## src/kap_pkg.sv

```systemverilog
// Shared types, codes and helpers for the keep-alive ping supervisor.
`timescale 1ns / 1ps
package kap_pkg;

	localparam int TIMER_BITS = 26;
	localparam int CFG_BITS   = 26;
	localparam int RETRY_BITS = 8;
	localparam int CMD_BITS   = 3;
	localparam int STAT_BITS  = 2;
	localparam int IDX_BITS   = 2;

	localparam logic [31:0] TIMER_MAX32 = 32'((64'd1 << TIMER_BITS) - 64'd1);

	// event codes
	localparam logic [CMD_BITS-1:0] CMD_TICK     = 3'd0;
	localparam logic [CMD_BITS-1:0] CMD_START    = 3'd1;
	localparam logic [CMD_BITS-1:0] CMD_SENT     = 3'd2;
	localparam logic [CMD_BITS-1:0] CMD_PINGREQ  = 3'd3;
	localparam logic [CMD_BITS-1:0] CMD_PINGRESP = 3'd4;
	localparam logic [CMD_BITS-1:0] CMD_OTHER    = 3'd5;
	localparam logic [CMD_BITS-1:0] CMD_FORCE    = 3'd6;

	// link status codes
	localparam logic [STAT_BITS-1:0] ST_ASLEEP       = 2'd1;
	localparam logic [STAT_BITS-1:0] ST_DISCONNECTED = 2'd2;

	// configuration register indexes
	localparam logic [IDX_BITS-1:0] CFG_KEEP_ALIVE   = 2'd0;
	localparam logic [IDX_BITS-1:0] CFG_RETRY_PERIOD = 2'd1;
	localparam logic [IDX_BITS-1:0] CFG_RETRY_LIMIT  = 2'd2;

	localparam logic [CFG_BITS-1:0]   KEEP_ALIVE_RST   = 26'd0;
	localparam logic [CFG_BITS-1:0]   RETRY_PERIOD_RST = 26'd10000;
	localparam logic [RETRY_BITS-1:0] RETRY_LIMIT_RST  = 8'd3;

	typedef struct packed {
		logic [CMD_BITS-1:0]  command;
		logic [STAT_BITS-1:0] conn_status;
	} kap_in_t;

	typedef struct packed {
		logic send_pingreq;
		logic with_client_id;
		logic send_pingresp;
		logic gateway_lost;
	} kap_out_t;

	// per-timer control for one transaction
	typedef struct packed {
		logic tick;
		logic stop;
		logic load;
	} kap_tmr_ctl_t;

	// per-timer status seen by the controller
	typedef struct packed {
		logic active;
		logic expiring;
	} kap_tmr_stat_t;

	typedef struct packed {
		kap_tmr_ctl_t send_idle;
		kap_tmr_ctl_t recv_idle;
		kap_tmr_ctl_t resp_wait;
	} kap_ctl_t;

	// clamp a configured period to the timer range
	function automatic logic [TIMER_BITS-1:0] sat_period(input logic [CFG_BITS-1:0] p);
		logic [31:0] p32;
		p32 = 32'(p);
		if (p32 > TIMER_MAX32) begin
			return TIMER_BITS'(TIMER_MAX32);
		end
		return TIMER_BITS'(p32);
	endfunction

endpackage

```

## src/kap_timer.sv

```systemverilog
// One countdown timer with active flag, ticked and reloaded per transaction.
`timescale 1ns / 1ps
module kap_timer
	import kap_pkg::*;
(
	input  logic                  clk,
	input  logic                  arst_n,
	input  logic                  en,
	input  kap_tmr_ctl_t          ctl,
	input  logic [TIMER_BITS-1:0] period,
	output kap_tmr_stat_t         stat
);

	logic [TIMER_BITS-1:0] count_q, count_d;
	logic                  active_q, active_d;
	logic                  expiring;

	assign expiring = active_q && (count_q[TIMER_BITS-1:1] == '0);
	assign stat.active   = active_q;
	assign stat.expiring = expiring;

	always_comb begin
		count_d  = count_q;
		active_d = active_q;
		// tick first, then stop or reload override
		if (ctl.tick && active_q) begin
			if (expiring) begin
				count_d  = '0;
				active_d = 1'b0;
			end else begin
				count_d = count_q - TIMER_BITS'(1);
			end
		end
		if (ctl.stop) begin
			active_d = 1'b0;
		end
		if (ctl.load) begin
			count_d  = period;
			active_d = 1'b1;
		end
	end

	always_ff @(posedge clk or negedge arst_n) begin
		if (!arst_n) begin
			count_q  <= '0;
			active_q <= 1'b0;
		end else if (en) begin
			count_q  <= count_d;
			active_q <= active_d;
		end
	end

endmodule

```

## src/kap_ctrl.sv

```systemverilog
// Event decode: timer controls, retry update and result for one event.
`timescale 1ns / 1ps
module kap_ctrl
	import kap_pkg::*;
(
	input  kap_in_t               item,
	input  logic                  ka_nz,
	input  logic [RETRY_BITS-1:0] retry_limit,
	input  logic [RETRY_BITS-1:0] retries_q,
	input  kap_tmr_stat_t         send_stat,
	input  kap_tmr_stat_t         recv_stat,
	input  kap_tmr_stat_t         resp_stat,
	output kap_ctl_t              ctl,
	output logic [RETRY_BITS-1:0] retries_d,
	output kap_out_t              result
);

	logic tick, f_send, f_recv, f_resp;
	logic lost, retry, resp_after, ping_idle, ping;
	logic asleep;

	assign asleep = (item.conn_status == ST_ASLEEP);
	assign tick   = (item.command == CMD_TICK);
	assign f_send = tick && send_stat.expiring;
	assign f_recv = tick && recv_stat.expiring;
	assign f_resp = tick && resp_stat.expiring;

	// response-wait expiry is handled before idle expiries
	assign lost       = f_resp && (retries_q == '0);
	assign retry      = f_resp && (retries_q != '0);
	assign resp_after = (resp_stat.active && !f_resp) || retry;
	assign ping_idle  = !lost && (f_send || f_recv) && !resp_after;

	always_comb begin
		ctl       = '0;
		retries_d = retries_q;
		result    = '0;
		ping      = 1'b0;
		case (item.command)
			CMD_TICK: begin
				ctl.send_idle.tick = 1'b1;
				ctl.recv_idle.tick = 1'b1;
				ctl.resp_wait.tick = 1'b1;
				ctl.send_idle.stop = lost;
				ctl.recv_idle.stop = lost;
				ctl.resp_wait.stop = lost;
				result.gateway_lost = lost;
				if (retry) begin
					retries_d = retries_q - RETRY_BITS'(1);
				end
				ping = retry || ping_idle;
			end
			CMD_START: begin
				retries_d          = retry_limit;
				ctl.recv_idle.stop = 1'b1;
				ctl.resp_wait.stop = 1'b1;
				ctl.send_idle.load = ka_nz;
			end
			CMD_SENT: begin
				ctl.send_idle.load = ka_nz;
			end
			CMD_PINGREQ: begin
				if (item.conn_status != ST_DISCONNECTED) begin
					result.send_pingresp = 1'b1;
					ctl.send_idle.load   = ka_nz;
					ctl.recv_idle.load   = ka_nz;
				end
			end
			CMD_PINGRESP: begin
				ctl.resp_wait.stop = 1'b1;
				retries_d          = retry_limit;
				ctl.recv_idle.load = ka_nz;
			end
			CMD_OTHER: begin
				ctl.resp_wait.load = asleep && resp_stat.active;
				ctl.recv_idle.load = ka_nz;
			end
			CMD_FORCE: begin
				ping = !resp_stat.active;
			end
			default: begin
				// unused event code: no effect
			end
		endcase
		// a ping restarts send-idle (when keep-alive is nonzero) and opens a response wait
		if (ping) begin
			result.send_pingreq   = 1'b1;
			result.with_client_id = asleep;
			ctl.send_idle.load    = ka_nz;
			ctl.resp_wait.load    = 1'b1;
		end
	end

endmodule

```

## src/keepalive_ping_supervisor_core.sv

```systemverilog
// Top level of the keep-alive ping supervisor: channels, registers, timers.
`timescale 1ns / 1ps
// Usage:
//   Input channel (in_valid/in_ready/in_data) carries one event per transaction:
//   a 1 ms tick, start, message sent, received PINGREQ/PINGRESP/other, or a
//   forced ping, together with the present link status.
//   Output channel (out_valid/out_ready/out_data) returns exactly one result
//   per event: send PINGREQ (with client id when asleep), send PINGRESP, and
//   the gateway-lost flag.
//   Configuration channel (cfg_valid/cfg_ready/cfg_index/cfg_data) writes
//   keep-alive period, retry period and retry limit; it is always ready.
//   Write it only while no event is in flight.
// Timing:
//   An accepted event is held in the input register until the result register
//   is free or draining; then the decode logic updates the timers and retry
//   count and loads the result register, which drives the output channel.
//   One event per cycle is sustained while out_ready stays high, set by the
//   timer and retry update between the input and result registers.
// Reset: clears all timers, the retry count and both pipeline valids; the
//   configuration registers return to 0 ms, 10000 ms and 3 retries.
// Stall: while out_ready is low the result holds, the input register holds
//   its event, and in_ready drops once the input register is occupied.
module keepalive_ping_supervisor_core
	import kap_pkg::*;
(
	input  logic                 clk,
	input  logic                 arst_n,
	input  logic                 in_valid,
	output logic                 in_ready,
	input  kap_in_t              in_data,
	output logic                 out_valid,
	input  logic                 out_ready,
	output kap_out_t             out_data,
	input  logic                 cfg_valid,
	output logic                 cfg_ready,
	input  logic [IDX_BITS-1:0]  cfg_index,
	input  logic [CFG_BITS-1:0]  cfg_data
);

	// configuration
	logic [CFG_BITS-1:0]   keep_alive_q;
	logic [CFG_BITS-1:0]   retry_period_q;
	logic [RETRY_BITS-1:0] retry_limit_q;

	// input stage
	logic    valid_s1;
	kap_in_t item_s1;

	// result stage
	logic     valid_s2;
	kap_out_t result_s2;

	logic [RETRY_BITS-1:0] retries_q, retries_d;
	logic                  advance;
	kap_ctl_t              ctl;
	kap_out_t              result;
	kap_tmr_stat_t         send_stat, recv_stat, resp_stat;
	logic [TIMER_BITS-1:0] idle_period, resp_period;

	assign cfg_ready = 1'b1;

	// process the held event whenever the result register is free or draining
	assign advance  = valid_s1 && (!valid_s2 || out_ready);
	assign in_ready = !valid_s1 || advance;

	assign out_valid = valid_s2;
	assign out_data  = result_s2;

	assign idle_period = sat_period(keep_alive_q);
	assign resp_period = sat_period(retry_period_q);

	always_ff @(posedge clk or negedge arst_n) begin
		if (!arst_n) begin
			keep_alive_q   <= KEEP_ALIVE_RST;
			retry_period_q <= RETRY_PERIOD_RST;
			retry_limit_q  <= RETRY_LIMIT_RST;
		end else if (cfg_valid && cfg_ready) begin
			case (cfg_index)
				CFG_KEEP_ALIVE:   keep_alive_q   <= cfg_data;
				CFG_RETRY_PERIOD: retry_period_q <= cfg_data;
				CFG_RETRY_LIMIT:  retry_limit_q  <= cfg_data[RETRY_BITS-1:0];
				default: begin
					// drop writes to unmapped indexes
				end
			endcase
		end
	end

	// input register: capture a transaction, hold while stalled
	always_ff @(posedge clk or negedge arst_n) begin
		if (!arst_n) begin
			valid_s1 <= 1'b0;
		end else if (in_ready) begin
			valid_s1 <= in_valid;
		end
	end

	always_ff @(posedge clk) begin
		if (in_valid && in_ready) begin
			item_s1 <= in_data;
		end
	end

	kap_ctrl u_ctrl (
		.item        (item_s1),
		.ka_nz       (keep_alive_q != '0),
		.retry_limit (retry_limit_q),
		.retries_q   (retries_q),
		.send_stat   (send_stat),
		.recv_stat   (recv_stat),
		.resp_stat   (resp_stat),
		.ctl         (ctl),
		.retries_d   (retries_d),
		.result      (result)
	);

	kap_timer u_send_idle (
		.clk    (clk),
		.arst_n (arst_n),
		.en     (advance),
		.ctl    (ctl.send_idle),
		.period (idle_period),
		.stat   (send_stat)
	);

	kap_timer u_recv_idle (
		.clk    (clk),
		.arst_n (arst_n),
		.en     (advance),
		.ctl    (ctl.recv_idle),
		.period (idle_period),
		.stat   (recv_stat)
	);

	kap_timer u_resp_wait (
		.clk    (clk),
		.arst_n (arst_n),
		.en     (advance),
		.ctl    (ctl.resp_wait),
		.period (resp_period),
		.stat   (resp_stat)
	);

	always_ff @(posedge clk or negedge arst_n) begin
		if (!arst_n) begin
			retries_q <= '0;
		end else if (advance) begin
			retries_q <= retries_d;
		end
	end

	// result register: load on advance, clear valid once taken
	always_ff @(posedge clk or negedge arst_n) begin
		if (!arst_n) begin
			valid_s2 <= 1'b0;
		end else if (advance) begin
			valid_s2 <= 1'b1;
		end else if (out_ready) begin
			valid_s2 <= 1'b0;
		end
	end

	always_ff @(posedge clk) begin
		if (advance) begin
			result_s2 <= result;
		end
	end

	// gateway loss stops every timer
	a_lost_stops_timers: assert property (@(posedge clk) disable iff (!arst_n)
		(advance && result.gateway_lost) |=>
		(!send_stat.active && !recv_stat.active && !resp_stat.active))
		else $error("timer still running after gateway loss");

	// a ping always leaves a response wait open
	a_ping_opens_wait: assert property (@(posedge clk) disable iff (!arst_n)
		(advance && result.send_pingreq) |=> resp_stat.active)
		else $error("ping sent without response wait");

	// client id only rides on a ping, and loss never comes with a ping
	a_result_consistent: assert property (@(posedge clk) disable iff (!arst_n)
		valid_s2 |-> ((!result_s2.with_client_id || result_s2.send_pingreq) &&
		!(result_s2.gateway_lost && result_s2.send_pingreq)))
		else $error("inconsistent result flags");

endmodule
```

## config.mk

```make
export PLATFORM = sky130hd
export DESIGN_NAME = keepalive_ping_supervisor_core
export DESIGN_NICKNAME = d
export VERILOG_FILES = /design/src/kap_pkg.sv /design/src/kap_timer.sv /design/src/kap_ctrl.sv /design/src/keepalive_ping_supervisor_core.sv
export SDC_FILE = /design/constraint.sdc
export NUM_CORES = 1
export LEC_CHECK = 0
export BUFFER_PORTS_ARGS = -buffer_cell sky130_fd_sc_hd__buf_4
export CORE_ASPECT_RATIO = 1.4
export CORE_MARGIN = 2
export CORE_UTILIZATION = 50
export DETAILED_ROUTE_END_ITERATION = 6
export HOLD_SLACK_MARGIN = 0.05
export PLACE_DENSITY = 0.74
export SLEW_MARGIN = 5
export SYNTH_ARGS = -nofsm -noshare
export SYNTH_HDL_FRONTEND = slang
export SYNTH_SLANG_ARGS = --single-unit
export TNS_END_PERCENT = 100
```

## constraint.sdc

```tcl
create_clock -name clk -period 3.37 [get_ports clk]
set_input_delay 0.337 -clock clk [delete_from_list [all_inputs] [get_ports clk]]
set_output_delay 0.337 -clock clk [all_outputs]
set_load 0.02 [all_outputs]
```

==> results_dict.tcl <==
set metrics [dict create \
    hold_viol_final 0 \
    core-area_um2 16900 \
    port_buffers 43 \
    peakVddDrop_mv 0.368 \
    dr.first_iter.drc_count 915 \
    htreeDepth 4 \
    min_period_ns 3.17 \
    fin_nets 994 \
    avgSynthCellArea_um2 9.70 \
    multi_input_area_um2 4300 \
    grtUsageMet3_pct 4.14 \
    wl_per_cell_um 19.9 \
    hold_class "input port to flip-flop" \
    grt_first_pass_wirelength_mm 38.7 \
    seq_area_um2 4060 \
    antenna_found_initial 0 \
    critPathSlowestCell "nor4_1" \
    finalMaxSlewViolations 0 \
    arrival_ns 3.48 \
    die_h_um 160 \
    cts_buffers 17 \
    relSlewSlack_pct 18.7 \
    layout-drive-gt1-share_pct 20.7 \
    syn_to_final_growth_pct 16.2 \
    cap_violations 0 \
    gp_congestion 0.909 \
    routed_via_density 6.29 \
    grt_overflow 0 \
    power_density_nw_per_um2 694 \
    mostFrequentLayoutCells "dfrtp_1 (144), o21ai_0 (94), buf_4 (84), nor2_1 (73), nand2_1 (66)" \
    setup_tns_ns 0 \
    fin_hold_ws_ns 0.0816 \
    place_ws_ns 0.263 \
    post-dp-hpwl_mm 17.0 \
    drc 0 \
    cts_setup_buffers 0 \
    synth-seq-cells 160 \
    antenna_left 0 \
    design_area_um2 10100 \
    start_kind "flip-flop" \
    skew_ns 0.0105 \
    netlist_area_um2 8660 \
    clk_pin_slew_ns 0.07 \
    netlist_instances 893 \
    cts_buffer_depth 2 \
    die_x_um 115 \
    ios 45 \
    p_leak_nw 4.13 \
    dieArea_um2 18400 \
    n_fill_cell 1463 \
    path_max_fanout 17 \
    final_common_cell "dfrtp_1" \
    cts_tree "yes" \
    worst_slew_pin_slew_ns 1.21 \
    rows 56 \
    synth_nets 936 \
    firstDrtPassIters 6 \
    grt_pass1_vias 7279 \
    start_util_pct 51.3 \
    path_cells "nor4_1 -> nand2b_4 -> or4b_1 -> a211o_4 -> a31oi_4 -> buf_12 -> nor2_1 -> a221o_1" \
    diodes 0 \
    rsz0062_at_grt "false" \
    vias 7526 \
    grt_use_met1_pct 34.4 \
    p_total_mw 6.99 \
    status "finished clean" \
    fin_cells 1196 \
    clock-sinks 160 \
    clk_latency_ns 0.44 \
    seq_area_frac_synth_pct 46.9 \
    synth_ff_type "dfrtp_1" \
    root_buffer "clkbuf_16" \
    critPathTopFamily "simple AND/OR/NAND/NOR gates" \
    synth.distinct_cells 69 \
    finalSetupViolCount 0 \
    synth_warnings 0 \
    postLayoutSetupSlackWorst_ns 0.200 \
    cp_data_required_time_ns 3.68 \
    worst_setup_path_end_kind "flip-flop" \
    crit_type "flip-flop to flip-flop" \
    grt_busiest_layer "met2" \
    grt_util_all_layers_pct 26.9 \
    fin_crit_sh_pct 94.1 \
    dp.cells 1163 \
    drt-total-wl_mm 23.8 \
    max_stage_delay_ns 0.64 \
    fmax_mhz 315 \
    grt_max_degree 78 \
    use_met2_pct 45.0 \
    cp_num_buf_inv 1 \
    final_util_pct 59.6 \
    synth_edf_count 9 \
    async_flop_share_pct 94.4 \
    placed_area_um2 9460 \
]
[per-layer routing]
| layer | vias to the layer above | part of all wire, % |
|---|---|---|
| met5 | - | 0 |
| met1 | 3748 | 41 |
| met2 | 249 | 51 |
| met4 | 0 | 3.6 |
| met3 | 56 | 4.5 |
| li1 | 3473 | - |
[worst reg2reg max path, cell delays in order (launching register included)]
cell and delay [ns]:
dfrtp_1 0.42, nor4_1 0.64, nand2b_4 0.11, or4b_1 0.61, a211o_4 0.43, a31oi_4 0.20, buf_12 0.17, nor2_1 0.12
a221o_1 0.36
[logic make-up (layout without fill, tap and decap cells)]
family / count (synthesis) / after routing / share of synthesized area [%]
AND/OR/NAND/NOR: 318 / 318 / 19.0
XOR/XNOR: 2 / 2 / 0.202
other: 1 / 1 / 0.0433
multiplexers: 74 / 74 / 9.40
buffers and inverters: 75 / 146 / 3.66
flip-flops: 160 / 160 / 46.9
AO/OA/AOI/OAI: 258 / 258 / 20.2
adder cells (fa/ha/maj): 5 / 5 / 0.722
[area by class of cell]
| cell class | instances | share of cell area [%] |
|---|---|---|
| timing repair buffer | 90 | 7.27 |
| multi-input combinational | 658 | 42.7 |
| sequential | 160 | 40.3 |
| clock inverter | 14 | 1.57 |
| inverter | 24 | 0.895 |
| clock buffer | 18 | 4.36 |
| tap | 232 | 2.88 |
[sequential cells by signal, indices dropped and copies added (netlist names), 4 cells and up]
| register | count |
|---|---|
| u_resp_wait.count_q | 26 |
| retries_q | 8 |
| idle_period | 26 |
| retry_limit_q | 8 |
| u_recv_idle.count_q | 26 |
| out_data | 4 |
| item_s1 | 5 |
| resp_period | 26 |
| u_send_idle.count_q | 26 |
[cells in the mapped netlist, drive strengths merged, types with 5 or more instances]
cell type	number	area [um^2]
a31oi	7	73.8
and2	5	31.3
nand2b	13	88.8
o22ai	6	37.5
or4	6	45.0
nor4	32	206
o2bb2ai	17	149
a21o	8	60.1
nor2b	6	37.5
ha	5	62.6
inv	24	90.1
dfrtp	144	3600
o31ai	8	60.1
mux2	59	664
nand3	13	65.1
edfxtp	9	270
mux2i	15	150
o21ai	97	485
a32oi	8	70.1
nor3	45	225
nand2	66	248
nand4	7	43.8
a22oi	8	60.1
and3	8	50.1
a22o	21	184
a21oi	37	185
buf	16	95.1
o311ai	5	43.8
clkbuf	35	131
dfstp	7	184
nand3b	7	52.6
nor2	73	274
or3	15	93.8
a221o	12	120
[timing repair]
item / in CTS / in global routing
hold buffers: 1 / 0
endpoints found under the setup margin: 0 / 0
resized for setup: 0 / 0
endpoints found under the hold margin: 73 / 0
[worst paths after layout]
check | from | endpoint | slack [ns] | depth (start not counted)
max in group asynchronous | arst_n | retry_limit_q[0]$_DFFE_PN1P_ | 2.08 | 3
setup / recovery | u_send_idle.count_q[21]$_DFFE_PN0P_ | u_send_idle.count_q[2]$_DFFE_PN0P_ | 0.20 | 8
hold / removal | in_data[2] | item_s1[2]$_DFFE_PP_ | 0.08 | 1
min in group asynchronous | arst_n | resp_period[19]$_DFFE_PN0P_ | 0.48 | 2
setup reg to reg | u_send_idle.count_q[21]$_DFFE_PN0P_ | u_send_idle.count_q[2]$_DFFE_PN0P_ | 0.20 | 8
hold reg to reg | u_resp_wait.count_q[18]$_DFFE_PN0P_ | u_resp_wait.count_q[18]$_DFFE_PN0P_ | 0.49 | 1
[where the power goes]
group	internal, mW	total, mW	switching (mW)
sequential	2.50	3.13	0.629
clock	1.02	1.95	0.927
combinational	0.898	1.91	1.01
(Power assumes the default switching activity.)
